`config.mk`:
```
export PLATFORM = sky130hd
export DESIGN_NAME = battery_level_moving_average
export DESIGN_NICKNAME = d
export VERILOG_FILES = /design/src/design/batavg_pkg.sv /design/src/design/batavg_ram.sv /design/src/design/batavg_div.sv /design/src/design/battery_level_moving_average.sv
export SDC_FILE = /design/constraint.sdc
export NUM_CORES = 1
export LEC_CHECK = 0
export ABC_CLOCK_PERIOD_IN_PS = 27000
export BUFFER_PORTS_ARGS = -buffer_cell sky130_fd_sc_hd__buf_4
export CORE_MARGIN = 2
export CORE_UTILIZATION = 50
export DETAILED_ROUTE_END_ITERATION = 10
export GPL_ROUTABILITY_DRIVEN = 0
export PLACE_DENSITY = 0.68
export SKIP_CTS_REPAIR_TIMING = 1
export SYNTH_ARGS = -nofsm -noshare
export SYNTH_HDL_FRONTEND = slang
export SYNTH_HIERARCHICAL = 1
export SYNTH_SLANG_ARGS = --single-unit
```
`constraint.sdc`:
```
create_clock -name clock -period 27 [get_ports clock]
set_input_delay 8.1 -clock clock [delete_from_list [all_inputs] [get_ports clock]]
set_output_delay 8.1 -clock clock [all_outputs]
set_load 0.1 [all_outputs]
```
`src/design/batavg_pkg.sv`:
```
// ----------------------------------------------------------------------------
// batavg_pkg
// shared types and constants of the battery level moving average block
// ----------------------------------------------------------------------------
package batavg_pkg;

   // register indexes of the csr write channel
   localparam int CSR_IDX_W = 2;
   localparam logic [CSR_IDX_W-1:0] CSR_MIN_CODE = 2'd0;
   localparam logic [CSR_IDX_W-1:0] CSR_MAX_CODE = 2'd1;

   localparam int CODE_W = 12;
   localparam int PCT_W  = 7;
   localparam int SUM_W  = 18;                   // running window sum
   localparam int NUM_W  = SUM_W + PCT_W;        // scaled numerator of percent
   localparam int QUO_W  = 7;                    // widest quotient produced
   localparam int QCNT_W = 4;                    // quotient bit counter

   localparam logic [PCT_W-1:0]  PCT_SCALE    = 7'd100;
   localparam logic [QCNT_W-1:0] QBITS_PCT    = 4'd7;
   localparam logic [QCNT_W-1:0] QBITS_MAX    = 4'd7;

   // divider command
   typedef struct packed {
      logic                start;
      logic [NUM_W-1:0]    dividend;
      logic [SUM_W-1:0]    divisor;
      logic [QCNT_W-1:0]   quo_bits;   // quotient known to fit in this many bits
   } div_req_type;

   // divider result
   typedef struct packed {
      logic                done;
      logic [QUO_W-1:0]    quotient;
   } div_rsp_type;

endpackage

```
`src/design/batavg_ram.sv`:
```
// ----------------------------------------------------------------------------
// batavg_ram
// generic single write, single read ram with registered read data
// ----------------------------------------------------------------------------
module batavg_ram #(
   parameter int WIDTH = 12,
   parameter int DEPTH = 20
) (
   input  logic                                   clock,
   input  logic                                   wr_en,
   input  logic [((DEPTH > 1) ? $clog2(DEPTH) : 1)-1:0] wr_addr,
   input  logic [WIDTH-1:0]                       wr_data,
   input  logic [((DEPTH > 1) ? $clog2(DEPTH) : 1)-1:0] rd_addr,
   output logic [WIDTH-1:0]                       rd_data
);

   logic [WIDTH-1:0] mem_ff [DEPTH];
   logic [WIDTH-1:0] rd_data_ff;

   always_ff @(posedge clock) begin
      if (wr_en) begin
         mem_ff[wr_addr] <= wr_data;
      end
      rd_data_ff <= mem_ff[rd_addr];
   end

   assign rd_data = rd_data_ff;

endmodule

```
`src/design/batavg_div.sv`:
```
// ----------------------------------------------------------------------------
// batavg_div
// restoring divider, one quotient bit per cycle
// ----------------------------------------------------------------------------
module batavg_div (
   input  logic                     clock,
   input  logic                     reset,
   input  batavg_pkg::div_req_type  req,
   output batavg_pkg::div_rsp_type  rsp
);

   logic [batavg_pkg::SUM_W-1:0]  rem_ff, rem_in;
   logic [batavg_pkg::SUM_W-1:0]  dvs_ff, dvs_in;
   logic [batavg_pkg::QUO_W-1:0]  feed_ff, feed_in;
   logic [batavg_pkg::QUO_W-1:0]  quo_ff, quo_in;
   logic [batavg_pkg::QCNT_W-1:0] cnt_ff, cnt_in;
   logic                          done_ff, done_in;
   logic [batavg_pkg::SUM_W:0]    trial;

   // partial remainder with the next dividend bit shifted in
   assign trial = {rem_ff, feed_ff[batavg_pkg::QUO_W-1]};

   always_comb begin
      rem_in  = rem_ff;
      dvs_in  = dvs_ff;
      feed_in = feed_ff;
      quo_in  = quo_ff;
      cnt_in  = cnt_ff;
      done_in = 1'b0;
      if (req.start) begin
         // upper part is below the divisor since the quotient fits quo_bits
         rem_in  = batavg_pkg::SUM_W'(req.dividend >> req.quo_bits);
         feed_in = batavg_pkg::QUO_W'(req.dividend)
                   << (batavg_pkg::QBITS_MAX - req.quo_bits);
         dvs_in  = req.divisor;
         quo_in  = '0;
         cnt_in  = req.quo_bits;
      end else if (cnt_ff != '0) begin
         if (trial >= {1'b0, dvs_ff}) begin
            rem_in = batavg_pkg::SUM_W'(trial - {1'b0, dvs_ff});
            quo_in = {quo_ff[batavg_pkg::QUO_W-2:0], 1'b1};
         end else begin
            rem_in = batavg_pkg::SUM_W'(trial);
            quo_in = {quo_ff[batavg_pkg::QUO_W-2:0], 1'b0};
         end
         feed_in = {feed_ff[batavg_pkg::QUO_W-2:0], 1'b0};
         cnt_in  = cnt_ff - 1'b1;
         done_in = (cnt_ff == batavg_pkg::QCNT_W'(1));
      end
   end

   always_ff @(posedge clock) begin
      if (reset) begin
         cnt_ff  <= '0;
         done_ff <= 1'b0;
      end else begin
         cnt_ff  <= cnt_in;
         done_ff <= done_in;
      end
      rem_ff  <= rem_in;
      dvs_ff  <= dvs_in;
      feed_ff <= feed_in;
      quo_ff  <= quo_in;
   end

   assign rsp.done     = done_ff;
   assign rsp.quotient = quo_ff;

endmodule

```
`src/design/battery_level_moving_average.sv`:
```
// ----------------------------------------------------------------------------
// battery_level_moving_average
// moving average of battery adc codes mapped to a charge percentage
// ----------------------------------------------------------------------------
// each req transaction carries one 12-bit adc code; each one yields exactly one
// rsp transaction with the charge percent (0..100) and the window average code.
// the last WINDOW codes sit in a small ram with a running sum; the first code
// after reset is written into every ring slot, one slot per cycle. the 7-bit
// percent comes from a single restoring divider, and the average code is a
// reciprocal multiplication by 1/WINDOW. when max_code <= min_code the divider
// is skipped. one item is worked at a time; a new item can be accepted while
// the previous result is still waiting on rsp, and that item then holds in its
// last state until the output register is free. min_code and max_code are
// written through the csr channel, which is always ready; the user must write
// them only while the block is idle, as the block itself does not enforce it.
// ----------------------------------------------------------------------------
module battery_level_moving_average #(
   parameter int WINDOW = 20
) (
   input  logic        clock,
   input  logic        reset,
   // input samples
   input  logic        req_tvalid,
   output logic        req_tready,
   input  logic [15:0] req_tdata,      // [11:0] adc_code
   // results
   output logic        rsp_tvalid,
   input  logic        rsp_tready,
   output logic [23:0] rsp_tdata,      // [6:0] percent, [18:7] average_code
   // register writes
   input  logic        csr_valid,
   output logic        csr_ready,
   input  logic [batavg_pkg::CSR_IDX_W-1:0] csr_index,
   input  logic [batavg_pkg::CODE_W-1:0]    csr_data
);

   localparam int SLOT_W = (WINDOW > 1) ? $clog2(WINDOW) : 1;
   localparam logic [SLOT_W-1:0] SLOT_LAST  = SLOT_W'(WINDOW - 1);
   localparam logic [SLOT_W-1:0] SLOT_PRIME = SLOT_W'((WINDOW > 1) ? 1 : 0);
   localparam logic [batavg_pkg::SUM_W-1:0] WIN_SUM = batavg_pkg::SUM_W'(WINDOW);

   // floor(sum / WINDOW) = (sum * AVG_RECIP) >> RECIP_SHIFT, exact for any sum
   localparam int RECIP_SHIFT = batavg_pkg::SUM_W + ((WINDOW > 1) ? $clog2(WINDOW) : 0);
   localparam int RECIP_W     = batavg_pkg::SUM_W + 1;
   localparam int PROD_W      = batavg_pkg::SUM_W + RECIP_W;
   localparam logic [RECIP_W-1:0] AVG_RECIP =
      RECIP_W'(((64'd1 << RECIP_SHIFT) + 64'(WINDOW) - 64'd1) / 64'(WINDOW));

   typedef enum logic [8:0] {
      ST_IDLE   = 9'b0_0000_0001,
      ST_PRIME  = 9'b0_0000_0010,   // fill every ring slot with the first code
      ST_READ   = 9'b0_0000_0100,   // ram read of the oldest slot
      ST_UPDATE = 9'b0_0000_1000,   // replace oldest, update sum
      ST_SCALE  = 9'b0_0001_0000,   // bounds, span and window average
      ST_CLAMP  = 9'b0_0010_0000,   // clamp and scale by 100
      ST_PSTART = 9'b0_0100_0000,
      ST_PCT    = 9'b0_1000_0000,
      ST_DONE   = 9'b1_0000_0000    // hand result to the output register
   } state_type;

   state_type state_ff, state_in;

   logic [batavg_pkg::CODE_W-1:0] min_ff, min_in, max_ff, max_in;
   logic [batavg_pkg::CODE_W-1:0] code_ff, code_in;
   logic [batavg_pkg::SUM_W-1:0]  sum_ff, sum_in;
   logic [SLOT_W-1:0]             slot_ff, slot_in;
   logic [SLOT_W-1:0]             fill_ff, fill_in;
   logic                          primed_ff, primed_in;
   logic [batavg_pkg::SUM_W-1:0]  lo_ff, lo_in, hi_ff, hi_in, span_ff, span_in;
   logic                          range_ok_ff, range_ok_in;
   logic [batavg_pkg::NUM_W-1:0]  num_ff, num_in;
   logic [batavg_pkg::CODE_W-1:0] avg_ff, avg_in;
   logic [batavg_pkg::PCT_W-1:0]  pct_ff, pct_in;
   logic                          rsp_valid_ff, rsp_valid_in;
   logic [batavg_pkg::PCT_W-1:0]  rsp_pct_ff, rsp_pct_in;
   logic [batavg_pkg::CODE_W-1:0] rsp_avg_ff, rsp_avg_in;

   logic [batavg_pkg::SUM_W-1:0]  clamp_lo, clamped;
   logic [PROD_W-1:0]             avg_prod;
   logic                          ram_wr_en;
   logic [SLOT_W-1:0]             ram_wr_addr;
   logic [batavg_pkg::CODE_W-1:0] ram_rd_data;
   logic                          req_fire;

   batavg_pkg::div_req_type div_req;
   batavg_pkg::div_rsp_type div_rsp;

   // sample ring
   batavg_ram #(
      .WIDTH (batavg_pkg::CODE_W),
      .DEPTH (WINDOW)
   ) u_ring (
      .clock   (clock),
      .wr_en   (ram_wr_en),
      .wr_addr (ram_wr_addr),
      .wr_data (code_ff),
      .rd_addr (slot_ff),
      .rd_data (ram_rd_data)
   );

   // divider for the percent
   batavg_div u_div (
      .clock (clock),
      .reset (reset),
      .req   (div_req),
      .rsp   (div_rsp)
   );

   assign req_tready = (state_ff == ST_IDLE);
   assign req_fire   = req_tvalid && req_tready;
   assign csr_ready  = 1'b1;

   assign ram_wr_en   = (state_ff == ST_PRIME) || (state_ff == ST_UPDATE);
   assign ram_wr_addr = (state_ff == ST_PRIME) ? fill_ff : slot_ff;

   // raise to the lower bound first, then lower to the upper bound
   assign clamp_lo = (sum_ff < lo_ff) ? lo_ff : sum_ff;
   assign clamped  = (clamp_lo > hi_ff) ? hi_ff : clamp_lo;

   // window average by reciprocal multiplication
   assign avg_prod = PROD_W'(sum_ff) * PROD_W'(AVG_RECIP);

   // divider command: percent in pstart state
   always_comb begin
      div_req.start    = (state_ff == ST_PSTART) && range_ok_ff;
      div_req.dividend = num_ff;
      div_req.divisor  = span_ff;
      div_req.quo_bits = batavg_pkg::QBITS_PCT;
   end

   always_comb begin
      state_in     = state_ff;
      min_in       = min_ff;
      max_in       = max_ff;
      code_in      = code_ff;
      sum_in       = sum_ff;
      slot_in      = slot_ff;
      fill_in      = fill_ff;
      primed_in    = primed_ff;
      lo_in        = lo_ff;
      hi_in        = hi_ff;
      span_in      = span_ff;
      range_ok_in  = range_ok_ff;
      num_in       = num_ff;
      avg_in       = avg_ff;
      pct_in       = pct_ff;
      rsp_valid_in = rsp_valid_ff && !rsp_tready;
      rsp_pct_in   = rsp_pct_ff;
      rsp_avg_in   = rsp_avg_ff;

      // register writes, indexes past the list are dropped
      if (csr_valid) begin
         case (csr_index)
            batavg_pkg::CSR_MIN_CODE: min_in = csr_data;
            batavg_pkg::CSR_MAX_CODE: max_in = csr_data;
            default: ;
         endcase
      end

      case (state_ff)
         ST_IDLE: begin
            if (req_fire) begin
               code_in = req_tdata[batavg_pkg::CODE_W-1:0];
               if (primed_ff) begin
                  state_in = ST_READ;
               end else begin
                  sum_in   = '0;
                  fill_in  = '0;
                  state_in = ST_PRIME;
               end
            end
         end
         ST_PRIME: begin
            // sum ends at code * WINDOW, then slot 0 counts as replaced
            sum_in  = sum_ff + batavg_pkg::SUM_W'(code_ff);
            fill_in = fill_ff + 1'b1;
            if (fill_ff == SLOT_LAST) begin
               primed_in = 1'b1;
               slot_in   = SLOT_PRIME;
               state_in  = ST_SCALE;
            end
         end
         ST_READ: begin
            state_in = ST_UPDATE;
         end
         ST_UPDATE: begin
            sum_in   = sum_ff - batavg_pkg::SUM_W'(ram_rd_data)
                       + batavg_pkg::SUM_W'(code_ff);
            slot_in  = (slot_ff == SLOT_LAST) ? '0 : slot_ff + 1'b1;
            state_in = ST_SCALE;
         end
         ST_SCALE: begin
            lo_in       = batavg_pkg::SUM_W'(min_ff) * WIN_SUM;
            hi_in       = batavg_pkg::SUM_W'(max_ff) * WIN_SUM;
            span_in     = batavg_pkg::SUM_W'(max_ff - min_ff) * WIN_SUM;
            range_ok_in = (max_ff > min_ff);
            avg_in      = batavg_pkg::CODE_W'(avg_prod >> RECIP_SHIFT);
            state_in    = ST_CLAMP;
         end
         ST_CLAMP: begin
            num_in   = batavg_pkg::NUM_W'(clamped - lo_ff)
                       * batavg_pkg::NUM_W'(batavg_pkg::PCT_SCALE);
            state_in = ST_PSTART;
         end
         ST_PSTART: begin
            if (range_ok_ff) begin
               state_in = ST_PCT;
            end else begin
               // empty or inverted range reads as zero percent
               pct_in   = '0;
               state_in = ST_DONE;
            end
         end
         ST_PCT: begin
            if (div_rsp.done) begin
               pct_in   = div_rsp.quotient;
               state_in = ST_DONE;
            end
         end
         ST_DONE: begin
            // wait for the output register to be free
            if (!rsp_valid_ff || rsp_tready) begin
               rsp_valid_in = 1'b1;
               rsp_pct_in   = pct_ff;
               rsp_avg_in   = avg_ff;
               state_in     = ST_IDLE;
            end
         end
         default: begin
            state_in = ST_IDLE;
         end
      endcase
   end

   always_ff @(posedge clock) begin
      if (reset) begin
         state_ff     <= ST_IDLE;
         min_ff       <= 12'd2482;
         max_ff       <= 12'd3723;
         sum_ff       <= '0;
         slot_ff      <= '0;
         primed_ff    <= 1'b0;
         rsp_valid_ff <= 1'b0;
      end else begin
         state_ff     <= state_in;
         min_ff       <= min_in;
         max_ff       <= max_in;
         sum_ff       <= sum_in;
         slot_ff      <= slot_in;
         primed_ff    <= primed_in;
         rsp_valid_ff <= rsp_valid_in;
      end
      code_ff     <= code_in;
      fill_ff     <= fill_in;
      lo_ff       <= lo_in;
      hi_ff       <= hi_in;
      span_ff     <= span_in;
      range_ok_ff <= range_ok_in;
      num_ff      <= num_in;
      avg_ff      <= avg_in;
      pct_ff      <= pct_in;
      rsp_pct_ff  <= rsp_pct_in;
      rsp_avg_ff  <= rsp_avg_in;
   end

   assign rsp_tvalid = rsp_valid_ff;
   assign rsp_tdata  = {5'b0, rsp_avg_ff, rsp_pct_ff};

endmodule
```
# Word-level counts from Yosys, hierarchy flattened
# Memories as Yosys holds them, arrays and structs flattened. A register that Yosys moved wholly into a read port is not among the register bits.
# Cells that the tools add are included.
# word_totals
in_bits	35
elab_cells	125
reg_bits	235
n_memories	1
ram_bits	240
output_inout_bits	27
# classes
eq_ne	19
n_reduce_logical	26
n_mul	5
n_lt_le_gt_ge	4
mux	34
bitwise_logic	1
n_addsub	9
# memory_table
name	depth	word_bits	rd	rd_ports_with_merged_regs	wr	line	rtl
u_ring.mem_ff	20	12	1	1	1	batavg_ram.sv:17	logic [WIDTH-1:0] mem_ff [DEPTH];
# op_table
cell	count
$mux W18	7
$pmux W9 S9	1
$pmux W18 S3	1
$mux W9	5
$add A18 B12 Y18	2
$mul A18 B19 Y35 const B	1
$mul A12 B3 Y15 const B	2
$mux W7	4
$mul A25 B5 Y23 const B	1
$mux W5	5
$pmux W5 S2	2
$ge A19 B18 Y1	1
$sub A18 B17 Y19	1
$gt A18 B17 Y1	1
$lt A18 B17 Y1	1
$mul A18 B3 Y16 const B	1
$sub A18 B12 Y18	1
$sub A18 B18 Y18	1
$pmux W7 S2	1
$sub A12 B12 Y13	1
$gt A12 B12 Y1	1
$reduce_and A2 Y1	6
$add A5 B1 Y5 const B	2
$eq A5 B5 Y1 const B	2
28 further kinds	47

# Longest topological paths before layout
# logic_depth
ltp_word	6
depth_mapped	45
mapped_depth_nobuf	43

# Cells and area by module
# Netlist, hierarchy kept.
# modules_own_cells
mod	cells_per_inst	area_each_um2	n_inst	seq_area_each_um2
battery_level_moving_average	1779	18096.1	1	4914.7
batavg_ram	465	9567.9	1	7447.1
batavg_div	451	4390.5	1	1531.5

# Worst setup path after synthesis
# OpenSTA, ideal clock, no wires.
# synth_path
path_kind	reg2out
startpoint	register state_ff[2]
endpoint	output port req_tready
arrival_time_ns	1.570
path_slack_ns	17.330
stages_incl_launch_ff	5
required_ns	18.900
n_path_buf	0
path_cell_list	dfxtp_1 -> or4_4 -> nor3_2 -> nand3b_2 -> inv_2
# synth_via
elab_chain_len	1
# synth_rtl
item	line	rtl
from (decl)	battery_level_moving_average.sv:61	state_type state_ff, state_in;
from (signal assigned)	battery_level_moving_average.sv:245	state_ff <= state_in;
$eq A9 B1 Y1	battery_level_moving_average.sv:109	assign req_tready = (state_ff == ST_IDLE);
to (decl)	battery_level_moving_average.sv:24	output logic req_tready,
# No other way between the ends.

# Worst setup path after layout
# layout_path
startpoint	register sum_ff[11] in the netlist's numbering
endpoint	register num_ff[24] in the netlist's numbering (data pin)
# layout_via
elab_chain_len	6
# layout_rtl
item	line	rtl
from (decl)	battery_level_moving_average.sv:65	logic [batavg_pkg::SUM_W-1:0] sum_ff, sum_in;
from (signal assigned)	battery_level_moving_average.sv:248	sum_ff <= sum_in;
$lt A18 B17 Y1	battery_level_moving_average.sv:117	assign clamp_lo = (sum_ff < lo_ff) ? lo_ff : sum_ff;
$mux W18 (*)	battery_level_moving_average.sv:117	
$gt A18 B17 Y1	battery_level_moving_average.sv:118	assign clamped = (clamp_lo > hi_ff) ? hi_ff : clamp_lo;
$mux W18 (*)	battery_level_moving_average.sv:118	
$sub A18 B17 Y19 (*)	battery_level_moving_average.sv:201	num_in = batavg_pkg::NUM_W'(clamped - lo_ff)
$mul A25 B5 Y23 (*)	battery_level_moving_average.sv:202	* batavg_pkg::NUM_W'(batavg_pkg::PCT_SCALE);
to (signal assigned)	battery_level_moving_average.sv:259	num_ff <= num_in;
to (decl)	battery_level_moving_average.sv:71	logic [batavg_pkg::NUM_W-1:0] num_ff, num_in;
# Every way passes the cells marked *; elsewhere a longest branch is shown, timed or not.
# A chain may end at the register's enable or synchronous reset.

==> impl_metrics.tcl <==
set metrics [dict create \
    die_h_um 257 \
    yosys_warnings 6 \
    final_common_cell "edfxtp_1" \
    critPathCaptureType "flip-flop" \
    synth_cells 2695 \
    wl_per_cell_um 18.8 \
    setup_tns_ps 0 \
    finalCriticalPeriod_ps 10810 \
    crit_type "flip-flop to flip-flop" \
    wl_mm 68.9 \
    startpoint_type "flip-flop" \
    worst_hold_path_type "flip-flop to flip-flop" \
    syn_area_sq_um 32100 \
    dpl.hpwl_mm 51.2 \
    nets 3278 \
    synth-seq-area-share 0.433 \
    max-slew-margin-rel 0.125 \
    hold_viol_final 0 \
    synth_edf_count 408 \
    final_cells 3654 \
    critPathMaxStageDelay_ps 740 \
    synth.top_cell.area_share 0.382 \
    reg2reg_setup_slack_ps 16190 \
    critPathRequiredTime_ps 27340 \
    cts_tree "built" \
    finalMaxSlewViolations 0 \
    fmax_ghz 0.0925 \
    synthTopCellsByArea "edfxtp_1 (38%), ha_1 (13%), fa_1 (8.5%)" \
    root_buffer "clkbuf_16" \
    power_switching_uw 606 \
    rows 92 \
    port_buffers 51 \
    htree_levels 2 \
    antenna_found_initial 0 \
    use_met3 0.0278 \
    rsz0062_at_grt "false" \
    busiest_layer "met2" \
    first_iter_violations 1556 \
    pwr-share-clk 0.340 \
    clockBufferDepth 3 \
    grt_pass1_vias 21000 \
    cts.sinks 490 \
    whs_ps 404 \
    syn_area_per_cell_sq_um 11.9 \
    r2r_cells 42 \
    antenna_cells 0 \
    r2r_end "num_ff[24]" \
    combPwrFrac 0.226 \
    status "complete, no violations" \
    tightest_slew_ps 1310 \
    post-place-cells 3556 \
    drv_cap 0 \
    grt_max_degree 62 \
    clk_latency_ps 630 \
    area_delta_synth_final_pct 9.39 \
    dp_worst_setup_slack_ps 16330 \
    clock_skew_ps 44.8 \
    ir_drop_mv 0.0696 \
    crit_path_top_delay_cell "a2111oi_1" \
    numCtsBuffers 52 \
    grt.met2_usage 0.362 \
    grt_pass1_wl_mm 111 \
    holdPathEnd "rsp_avg_ff[0]" \
    power.density_nw_per_um2 60.1 \
    final.setup.worst_slack_ps 16190 \
    vias 20600 \
    ys_async_sr_fraction 0 \
    critPathLaunch "sum_ff[11]" \
    finalCritPeriodShare 0.400 \
    ios 62 \
    synth_top_cell_by_area "edfxtp_1" \
    ys_seq_elements 490 \
    min-delay-start "avg_ff[0]" \
    switching_share 0.288 \
    dr.pass1.iters 6 \
    internal_power_uw 1500 \
    grt.total_usage 0.209 \
    drive_gt1_frac 0.101 \
    layout_common_cells "edfxtp_1 (408), ha_1 (342), inv_1 (340)" \
    ant_nets 0 \
    p_total_uw 2110 \
    cp.arrival_ps 11150 \
    setup_violations 0 \
    whs_path_depth 0 \
    grt.overflow.total 0 \
    synth_cell_type_count 97 \
    initial_core_util 0.507 \
    ys.flop_type "edfxtp_1" \
    die_area_sq_um 66100 \
    drc 0 \
    r2r-start "sum_ff[11]" \
    clkTransAtPathRegs_ps 70 \
    crit_fanout 17 \
    fp.dieW_um 257 \
    viasPerCell 5.63 \
    gr-usage-met1 0.271 \
    crit_top_cell "a21o_1" \
    p_leak_uw 0.0150 \
    core-area_sq_um 63200 \
    power_frac_seq 0.433 \
]
cell type report:
| type | count | area [sq um] |
|---|---|---|
| fillers | 5208 | 28100 |
| multi-input cells | 1810 | 16600 |
| flip-flops and latches | 490 | 13900 |
| clock buffers | 73 | 1470 |
| inverters | 341 | 1280 |
| well taps | 846 | 1060 |
| repair buffers | 70 | 529 |
| clock inverters | 24 | 270 |
cell usage after synthesis, types with 24 or more instances:
library cell,instances
inv_1,340
mux2i_1,92
mux2_2,35
dfxtp_1,82
clkbuf_1,37
xnor2_1,95
mux4_2,52
ha_1,342
o21ai_0,62
nor2b_1,25
nor2_1,149
a21oi_1,134
nand3_1,32
and2_1,25
a22oi_1,43
nor3_1,28
xor2_1,28
o21bai_1,24
fa_1,136
nand2_1,138
a21o_1,48
edfxtp_1,408
power by group through the flow:
| stage | Sequential, uW | Clock, uW | Combinational [uW] |
|---|---|---|---|
| floorplan | 922 | 0 | 368 |
| detailed placement | 928 | 0 | 470 |
| CTS | 913 | 733 | 475 |
| global placement | 926 | 0 | 456 |
| finish | 912 | 717 | 477 |
| global route | 917 | 765 | 535 |
layer usage:
layer	vias to the layer above	part of all wire
met3	122	0.044
li1	9843	-
met5	-	0
met4	0	0.029
met2	497	0.50
met1	10100	0.43
registers in the layout, summed over array words and instances (netlist names), 15 cells and up:
| name | flops |
|---|---|
| u_ring/mem_ff | 240 |
| num_ff | 23 |
| sum_ff | 18 |
| u_div/dvs_ff | 18 |
| u_div/rem_ff | 18 |
| span_ff | 16 |
| hi_ff | 15 |
| lo_ff | 15 |
how the worst max path moves through the flow:
stage            endpoint  slack [ps]  cells after the start
6_report       num_ff[24]       16190                     42
5_1_grt        num_ff[24]       15640                     42
4_1_cts        num_ff[24]       16270                     42
3_5_place_dp   num_ff[24]       16330                     42
3_3_place_gp   num_ff[24]       16520                     41
2_1_floorplan  req_tready       17330                      4
critical path: cells and delay by family, from the launching register on:
kind / cells / cell delay [ps]
AND/OR/NAND/NOR: 5 / 740
AO/OA/AOI/OAI: 22 / 4840
buffers and inverters: 2 / 90
multiplexers: 2 / 830
adder cells (fa/ha/maj): 8 / 2770
flip-flops: 1 / 560
XOR/XNOR: 3 / 690
cells by family after synthesis:
logic type	after synthesis	synth area share
and+or+nand+nor	527	0.0815
xor gates and xnor gates	123	0.0336
other	2	0.000234
DFF	490	0.433
muxes	179	0.0776
adders and majority gates	478	0.218
AOI/OAI and AO/OA	482	0.103
buffers and inverters	414	0.0526
through the flow:
stage               area, sq um  utilization
finish                    35100        0.555
global route              35100        0.555
CTS                       35100        0.555
detailed placement        33300        0.527
global placement          33300        0.527
floorplan                 32100            -
(Power assumes the default switching activity.)
